<file path="src/design/midi_track_event_encoder_defines.svh">
// Assertion macros shared by the MIDI track event encoder.
`ifndef MIDI_TRACK_EVENT_ENCODER_DEFINES_SVH
`define MIDI_TRACK_EVENT_ENCODER_DEFINES_SVH

// Checks that the consequent holds in the same cycle as the antecedent.
`define MTE_ASSERT_SAME(label, clk, rst_n, ante, cons, msg) \
    label: assert property (@(posedge clk) disable iff (!rst_n) (ante) |-> (cons)) \
        else $error(msg);

// Checks that the consequent holds in the cycle after the antecedent.
`define MTE_ASSERT_NEXT(label, clk, rst_n, ante, cons, msg) \
    label: assert property (@(posedge clk) disable iff (!rst_n) (ante) |=> (cons)) \
        else $error(msg);

`endif

</file>
<file path="src/design/mte_pkg.sv">
// Types, constants and helper functions of the MIDI track event encoder.
package mte_pkg;

    typedef struct packed {
        logic        command;
        logic [31:0] delta_time;
        logic [7:0]  status;
        logic [6:0]  data_first;
        logic [6:0]  data_second;
    } t_req;

    typedef struct packed {
        logic [7:0]  out_byte;
        logic        last;
        logic [31:0] track_length;
    } t_rsp;

    localparam logic        CMD_END_OF_TRACK = 1'b1;
    localparam logic [31:0] SCALE_RESET      = 32'h0001_0000;
    localparam logic [63:0] ROUND_HALF       = 64'h0000_0000_0000_8000;
    localparam logic [27:0] VLQ_MAX          = 28'hFFF_FFFF;
    localparam logic [7:0]  STATUS_MSB       = 8'h80;
    localparam logic [7:0]  SYSTEM_BASE      = 8'hF0;

    function automatic logic [7:0] eot_byte(input logic [1:0] idx);
        logic [7:0] b;
        unique case (idx)
            2'd0:    b = 8'h00;
            2'd1:    b = 8'hFF;
            2'd2:    b = 8'h2F;
            default: b = 8'h00;
        endcase
        return b;
    endfunction

    function automatic logic [1:0] data_count(input logic [7:0] st);
        logic [1:0] n;
        case (st[7:4]) inside
            4'hC, 4'hD: n = 2'd1;
            4'hF: begin
                case (st[3:0]) inside
                    4'h1, 4'h3: n = 2'd1;
                    4'h2:       n = 2'd2;
                    default:    n = 2'd0;
                endcase
            end
            default: n = 2'd2;
        endcase
        return n;
    endfunction

endpackage

</file>
<file path="src/design/midi_track_event_encoder.sv">
// MIDI track event encoder: scales delta times and emits the track byte stream.
// An event request is taken only while the block is idle. Its delta time is
// scaled by a bit-serial shift-add multiplier, a rounding step then rounds
// and saturates the result, and then one stream byte leaves per cycle
// while the output is free: the delta time as one to four length groups, the
// status byte unless running status covers it, and up to two data bytes. An
// event emits two to seven stream bytes; an end-of-track request emits four.
`include "midi_track_event_encoder_defines.svh"

module midi_track_event_encoder (
    input  logic          i_clk,
    input  logic          i_rst_n,
    input  logic          i_cfg_we,
    input  logic [31:0]   i_cfg_wdata,
    input  logic          i_req_valid,
    output logic          o_req_ready,
    input  mte_pkg::t_req i_req,
    output logic          o_rsp_valid,
    input  logic          i_rsp_ready,
    output mte_pkg::t_rsp o_rsp
);
    import mte_pkg::*;

    localparam logic [2:0] ST_IDLE = 3'd0;
    localparam logic [2:0] ST_MUL  = 3'd1;
    localparam logic [2:0] ST_RND  = 3'd2;
    localparam logic [2:0] ST_VLQ  = 3'd3;
    localparam logic [2:0] ST_STAT = 3'd4;
    localparam logic [2:0] ST_D1   = 3'd5;
    localparam logic [2:0] ST_D2   = 3'd6;
    localparam logic [2:0] ST_EOT  = 3'd7;

    logic [2:0]  r_state, n_state;
    logic [31:0] r_scale, n_scale;
    logic [7:0]  r_run, n_run;
    logic [31:0] r_count, n_count;
    logic        r_o_valid, n_o_valid;
    logic [63:0] r_acc, n_acc;
    logic [31:0] r_mul, n_mul;
    logic [4:0]  r_bit, n_bit;
    logic [27:0] r_ticks, n_ticks;
    logic [1:0]  r_grp, n_grp;
    logic        r_send_st, n_send_st;
    logic [1:0]  r_ndata, n_ndata;
    logic [7:0]  r_st, n_st;
    logic [6:0]  r_d1, n_d1;
    logic [6:0]  r_d2, n_d2;
    t_rsp        r_out, n_out;

    logic        w_take;
    logic        w_emit;
    logic        w_load;
    logic        w_last;
    logic [2:0]  w_after;
    logic [7:0]  w_byte;
    logic [7:0]  w_status;
    logic [32:0] w_sum;
    logic [63:0] w_rnd;
    logic [27:0] w_ticks;

    assign o_req_ready = (r_state == ST_IDLE);
    assign o_rsp_valid = r_o_valid;
    assign o_rsp       = r_out;

    assign w_take   = i_req_valid && (r_state == ST_IDLE);
    assign w_emit   = (r_state == ST_VLQ) || (r_state == ST_STAT) || (r_state == ST_D1)
                   || (r_state == ST_D2) || (r_state == ST_EOT);
    assign w_load   = w_emit && (!r_o_valid || i_rsp_ready);
    assign w_last   = (w_after == ST_IDLE);
    assign w_status = i_req.status | STATUS_MSB;
    assign w_sum    = {1'b0, r_acc[63:32]} + (r_mul[0] ? {1'b0, r_scale} : 33'd0);
    assign w_rnd    = r_acc + ROUND_HALF;
    assign w_ticks  = (|w_rnd[63:44]) ? VLQ_MAX : w_rnd[43:16];

    always_comb begin
        n_state   = r_state;
        n_scale   = i_cfg_we ? i_cfg_wdata : r_scale;
        n_run     = r_run;
        n_count   = r_count;
        n_o_valid = r_o_valid;
        n_acc     = r_acc;
        n_mul     = r_mul;
        n_bit     = r_bit;
        n_ticks   = r_ticks;
        n_grp     = r_grp;
        n_send_st = r_send_st;
        n_ndata   = r_ndata;
        n_st      = r_st;
        n_d1      = r_d1;
        n_d2      = r_d2;
        n_out     = r_out;
        w_after   = r_state;
        w_byte    = 8'h00;

        unique case (r_state)
            ST_IDLE: begin
                if (w_take) begin
                    if (i_req.command == CMD_END_OF_TRACK) begin
                        n_state = ST_EOT;
                        n_grp   = 2'd0;
                        n_run   = 8'h00;
                    end else begin
                        n_state   = ST_MUL;
                        n_acc     = 64'd0;
                        n_mul     = i_req.delta_time;
                        n_bit     = 5'd0;
                        n_st      = w_status;
                        n_d1      = i_req.data_first;
                        n_d2      = i_req.data_second;
                        n_ndata   = data_count(w_status);
                        n_send_st = (w_status >= SYSTEM_BASE) || (w_status != r_run);
                        n_run     = (w_status >= SYSTEM_BASE) ? 8'h00 : w_status;
                    end
                end
            end
            ST_MUL: begin
                n_acc = {w_sum, r_acc[31:1]};
                n_mul = r_mul >> 1;
                n_bit = r_bit + 5'd1;
                if (r_bit == 5'd31) begin
                    n_state = ST_RND;
                end
            end
            ST_RND: begin
                n_state = ST_VLQ;
                if (w_ticks[27:21] != 7'd0) begin
                    n_grp   = 2'd3;
                    n_ticks = w_ticks;
                end else if (w_ticks[20:14] != 7'd0) begin
                    n_grp   = 2'd2;
                    n_ticks = {w_ticks[20:0], 7'd0};
                end else if (w_ticks[13:7] != 7'd0) begin
                    n_grp   = 2'd1;
                    n_ticks = {w_ticks[13:0], 14'd0};
                end else begin
                    n_grp   = 2'd0;
                    n_ticks = {w_ticks[6:0], 21'd0};
                end
            end
            ST_VLQ: begin
                w_byte = {(r_grp != 2'd0), r_ticks[27:21]};
                if (r_grp != 2'd0) begin
                    w_after = ST_VLQ;
                end else if (r_send_st) begin
                    w_after = ST_STAT;
                end else if (r_ndata != 2'd0) begin
                    w_after = ST_D1;
                end else begin
                    w_after = ST_IDLE;
                end
                if (w_load) begin
                    n_ticks = {r_ticks[20:0], 7'd0};
                    n_grp   = r_grp - 2'd1;
                end
            end
            ST_STAT: begin
                w_byte  = r_st;
                w_after = (r_ndata != 2'd0) ? ST_D1 : ST_IDLE;
            end
            ST_D1: begin
                w_byte  = {1'b0, r_d1};
                w_after = (r_ndata == 2'd2) ? ST_D2 : ST_IDLE;
            end
            ST_D2: begin
                w_byte  = {1'b0, r_d2};
                w_after = ST_IDLE;
            end
            ST_EOT: begin
                w_byte  = eot_byte(r_grp);
                w_after = (r_grp == 2'd3) ? ST_IDLE : ST_EOT;
                if (w_load) begin
                    n_grp = r_grp + 2'd1;
                end
            end
            default: begin
                n_state = ST_IDLE;
            end
        endcase

        if (w_load) begin
            n_state            = w_after;
            n_o_valid          = 1'b1;
            n_out.out_byte     = w_byte;
            n_out.last         = w_last;
            n_out.track_length = r_count + 32'd1;
            n_count            = (r_state == ST_EOT && w_last) ? 32'd0 : r_count + 32'd1;
        end else if (i_rsp_ready) begin
            n_o_valid = 1'b0;
        end
    end

    always_ff @(posedge i_clk) begin
        if (!i_rst_n) begin
            r_state   <= ST_IDLE;
            r_scale   <= SCALE_RESET;
            r_run     <= 8'h00;
            r_count   <= 32'd0;
            r_o_valid <= 1'b0;
        end else begin
            r_state   <= n_state;
            r_scale   <= n_scale;
            r_run     <= n_run;
            r_count   <= n_count;
            r_o_valid <= n_o_valid;
        end
    end

    always_ff @(posedge i_clk) begin
        r_acc     <= n_acc;
        r_mul     <= n_mul;
        r_bit     <= n_bit;
        r_ticks   <= n_ticks;
        r_grp     <= n_grp;
        r_send_st <= n_send_st;
        r_ndata   <= n_ndata;
        r_st      <= n_st;
        r_d1      <= n_d1;
        r_d2      <= n_d2;
        r_out     <= n_out;
    end

    `MTE_ASSERT_NEXT(a_take_starts_work, i_clk, i_rst_n, w_take,
        (r_state == ST_MUL) || (r_state == ST_EOT), "Accepted request did not start work.")
    `MTE_ASSERT_NEXT(a_mul_ends_in_round, i_clk, i_rst_n,
        (r_state == ST_MUL) && (r_bit == 5'd31), r_state == ST_RND,
        "Multiplier did not hand over to rounding.")
    `MTE_ASSERT_NEXT(a_last_returns_idle, i_clk, i_rst_n, w_load && w_last,
        (r_state == ST_IDLE) && o_rsp.last, "Final byte did not return the block to idle.")
    `MTE_ASSERT_SAME(a_busy_not_ready, i_clk, i_rst_n, w_emit || (r_state == ST_MUL),
        !o_req_ready, "Request port open while an event is in progress.")

endmodule
</file>
<file path="config.mk">
export PLATFORM = sky130hd
export DESIGN_NAME = midi_track_event_encoder
export DESIGN_NICKNAME = d
export VERILOG_FILES = /design/src/design/mte_pkg.sv /design/src/design/midi_track_event_encoder.sv
export VERILOG_INCLUDE_DIRS = /design/src /design/src/design
export SDC_FILE = /design/constraint.sdc
export NUM_CORES = 1
export LEC_CHECK = 0
export BUFFER_PORTS_ARGS = -buffer_cell sky130_fd_sc_hd__buf_2
export CAP_MARGIN = 25
export CORE_ASPECT_RATIO = 0.7
export CORE_UTILIZATION = 50
export CTS_BUF_LIST = sky130_fd_sc_hd__clkbuf_4 sky130_fd_sc_hd__clkbuf_8
export CTS_CLUSTER_SIZE = 40
export DETAILED_ROUTE_END_ITERATION = 8
export PLACE_DENSITY_LB_ADDON = 0.12
export SLEW_MARGIN = 20
export SYNTH_ARGS = -nofsm -noshare
export SYNTH_HDL_FRONTEND = slang
export SYNTH_SLANG_ARGS = --single-unit
export TNS_END_PERCENT = 5
</file>
<file path="constraint.sdc">
create_clock -name i_clk -period 24.6 [get_ports i_clk]
set_input_delay 6.15 -clock i_clk [delete_from_list [all_inputs] [get_ports i_clk]]
set_output_delay 6.15 -clock i_clk [all_outputs]
set_load 0.02 [all_outputs]
</file>
==> impl_metrics.py <==
metrics = {
    "outcome": {
        "status": "finished with violations",
        "violations": "DRC",
    },
    "grt": {
        "grt_pass1_vias": 10214,
        "grt.overflow.total": 0,
        "grt_first_pass_wirelength_mm": 52.8,
        "grt_max_degree": 82,
        "antenna_found_initial": 0,
        "track_usage_pct": 22.5,
    },
    "cts": {
        "cts_tree": "done",
        "cts-resized-gates": 0,
        "cts_hold_buf": 0,
        "post-cts-setup-buffers": 0,
        "cts.htree.levels": 2,
        "clockBufferDepth": 3,
        "cts.clk_slew.worst_paths_ps": 60,
        "cts_inserted_buffers": 43,
        "cts.sinks": 257,
        "clk_root_buffer_cell": "clkbuf_8",
        "insertion_delay_ps": 570,
    },
    "timing": {
        "setup_tns_ps": 0,
        "maxSlewHeadroom_pct": 34.7,
        "rsz0062_at_grt": "no",
        "timing.final.max_slew_violations": 0,
        "worst_slack_ps": 16290,
        "fin_skew_ps": 23.3,
        "fmax_ghz": 0.120,
        "hold_viol": 0,
        "finalSetupViolations": 0,
        "period_share_pct": 33.8,
        "worst_slew_pin_slew_ps": 979,
        "finalCriticalPeriod_ps": 8310,
    },
    "detailed_routing": {
        "via_per_inst": 5.51,
        "wl_per_cell_um": 16.4,
        "ant_nets": 0,
        "first_pass_iters": 7,
        "drt-initial-drc-count": 797,
        "wl_mm": 31.6,
        "drc": 2,
        "num_vias": 10640,
    },
    "finish": {
        "final_cell_mix": "nand2_1, edfxtp_1, buf_2, nor2_1, dfxtp_1",
        "final_util_pct": 57.6,
        "diodes": 0,
        "instances_no_fill": 1931,
        "area_growth_pct": 13.2,
        "final_nets": 1657,
        "drive_gt1_share_pct": 17.0,
        "final_common_cell": "nand2_1",
    },
    "worst_setup_path": {
        "cp_max_fo": 49,
        "cp.required_ps": 25090,
        "setup.worst_path.class": "input pin to flip-flop",
        "critical_path_arrival_ps": 8800,
        "end_kind": "flip-flop",
        "startpoint_type": "input pin",
    },
    "place": {
        "io_buffers": 133,
        "dp_worst_setup_slack_ps": 16070,
        "placed_cells": 1850,
        "dp_hpwl_mm": 21.2,
        "routabilityCongestion": 0.898,
    },
    "floorplan": {
        "die_height_um": 143,
        "io_pins": 135,
        "rows": 51,
        "core-area_sq_um": 27800,
        "die_w_um": 203,
        "start_util_pct": 50.9,
        "die_area_sq_um": 29000,
    },
    "synth": {
        "synth_cell_types": 81,
        "synth_warnings": 0,
        "synthTopCellsByArea": "edfxtp_1, dfxtp_1, nand2_1, ha_1, nor2b_1",
        "avgSynthCellArea_sq_um": 10.1,
        "yosysTopAreaCellShare_pct": 38.4,
        "ys.flop_type": "edfxtp_1",
        "syn_inst": 1407,
        "synth_top_area_cell": "edfxtp_1",
        "async_flop_share_pct": 0,
        "synth_enable_flop_cells": 181,
        "seq_area_frac_synth_pct": 49.1,
        "syn_area_sq_um": 14200,
        "synth-seq-cells": 257,
        "synth_fp_nets": 1539,
    },
    "power_and_ir_drop": {
        "ir_worst_vdd_v": 0.0000439,
        "power_mw": 1.18,
        "p_per_area_nw_per_um2": 73.6,
        "p_leak_nw": 6.21,
    },
    "min_path": {
        "min_path_type": "flip-flop to flip-flop",
    },
    "run": {
        "drv_cap": 0,
    },
}
## worst max-delay path, cell delays in order
cell and delay, ps:
buf_2 100, nor2b_1 450, or2_2 650, clkinv_2 890, o21ai_0 290, nand2_1 80, a21boi_0 160
## cell type report
| class | instances | area (sq um) |
|---|---|---|
| Fill cell | 2530 | 11800 |
| Inverter | 24 | 91.3 |
| Timing Repair Buffer | 147 | 783 |
| Multi-Input combinational cell | 1052 | 6810 |
| Sequential cell | 257 | 6960 |
| Clock inverter | 14 | 95.1 |
| Tap cell | 371 | 464 |
| Clock buffer | 66 | 827 |
## power by group
part / total (mW) / switching, mW / internal [mW] / leakage, nW
Combinational: 0.222 / 0.139 / 0.0829 / 3.43
Clock: 0.402 / 0.176 / 0.226 / 0.491
Sequential: 0.555 / 0.0369 / 0.518 / 2.28
Total: 1.18 / 0.352 / 0.827 / 6.21
## registers in the layout (all words and copies together), names as in the netlist, 3 cells and up
signal	flops
r_mul	32
r_count	32
r_st	7
r_state	3
r_bit	5
r_scale	32
r_run	8
r_d2	7
r_d1	7
o_rsp	41
r_acc	49
r_ticks	28
## metal layers
metal / GRT usage, % / wire length (um) / up-vias
met5: 0 / 0 / -
met4: 6.37 / 501 / 0
met3: 4.06 / 1560 / 45
met2: 31.4 / 13000 / 227
met1: 35.1 / 16600 / 5040
li1: - / - / 5328
## Yosys cell counts, types with 39 or more instances
| cell | n |
|---|---|
| and2_1 | 43 |
| nand2_1 | 195 |
| o21ai_0 | 50 |
| ha_1 | 39 |
| xnor2_1 | 50 |
| nand3_1 | 41 |
| mux2i_1 | 40 |
| nor2_1 | 102 |
| nor2b_1 | 75 |
| xor2_1 | 44 |
| clkbuf_1 | 45 |
| dfxtp_1 | 76 |
| edfxtp_1 | 181 |
| a21oi_1 | 58 |
## logic make-up (layout without fill, tap and decap cells)
logic type,Yosys count,in the layout,share of synthesized area [%]
fa+ha+maj,40,40,3.59
mux,48,48,3.94
simple gates,610,610,22.3
flops,257,257,49.1
buf+inv,98,251,2.93
compound gates,260,260,12.3
xor+xnor,94,94,5.81
## metrics by stage
step | hold WS, ps | area (sq um)
2_1_floorplan | 433 | 14200
3_3_place_gp | 456 | 15100
3_5_place_dp | 492 | 15100
4_1_cts | 508 | 16000
5_1_grt | 528 | 16000
6_report | 508 | 16000
## final timing paths
check	startpoint	endpoint	slack (ps)	depth (start not counted)
setup / recovery	i_rsp_ready	r_count[2]	16290	7
hold / removal	r_mul[5]	r_mul[4]	510	2
setup reg to reg	r_acc[17]	r_grp[1]	20570	9
hold reg to reg	r_mul[5]	r_mul[4]	510	2
Note: power is estimated with default switching activity, not from simulation.
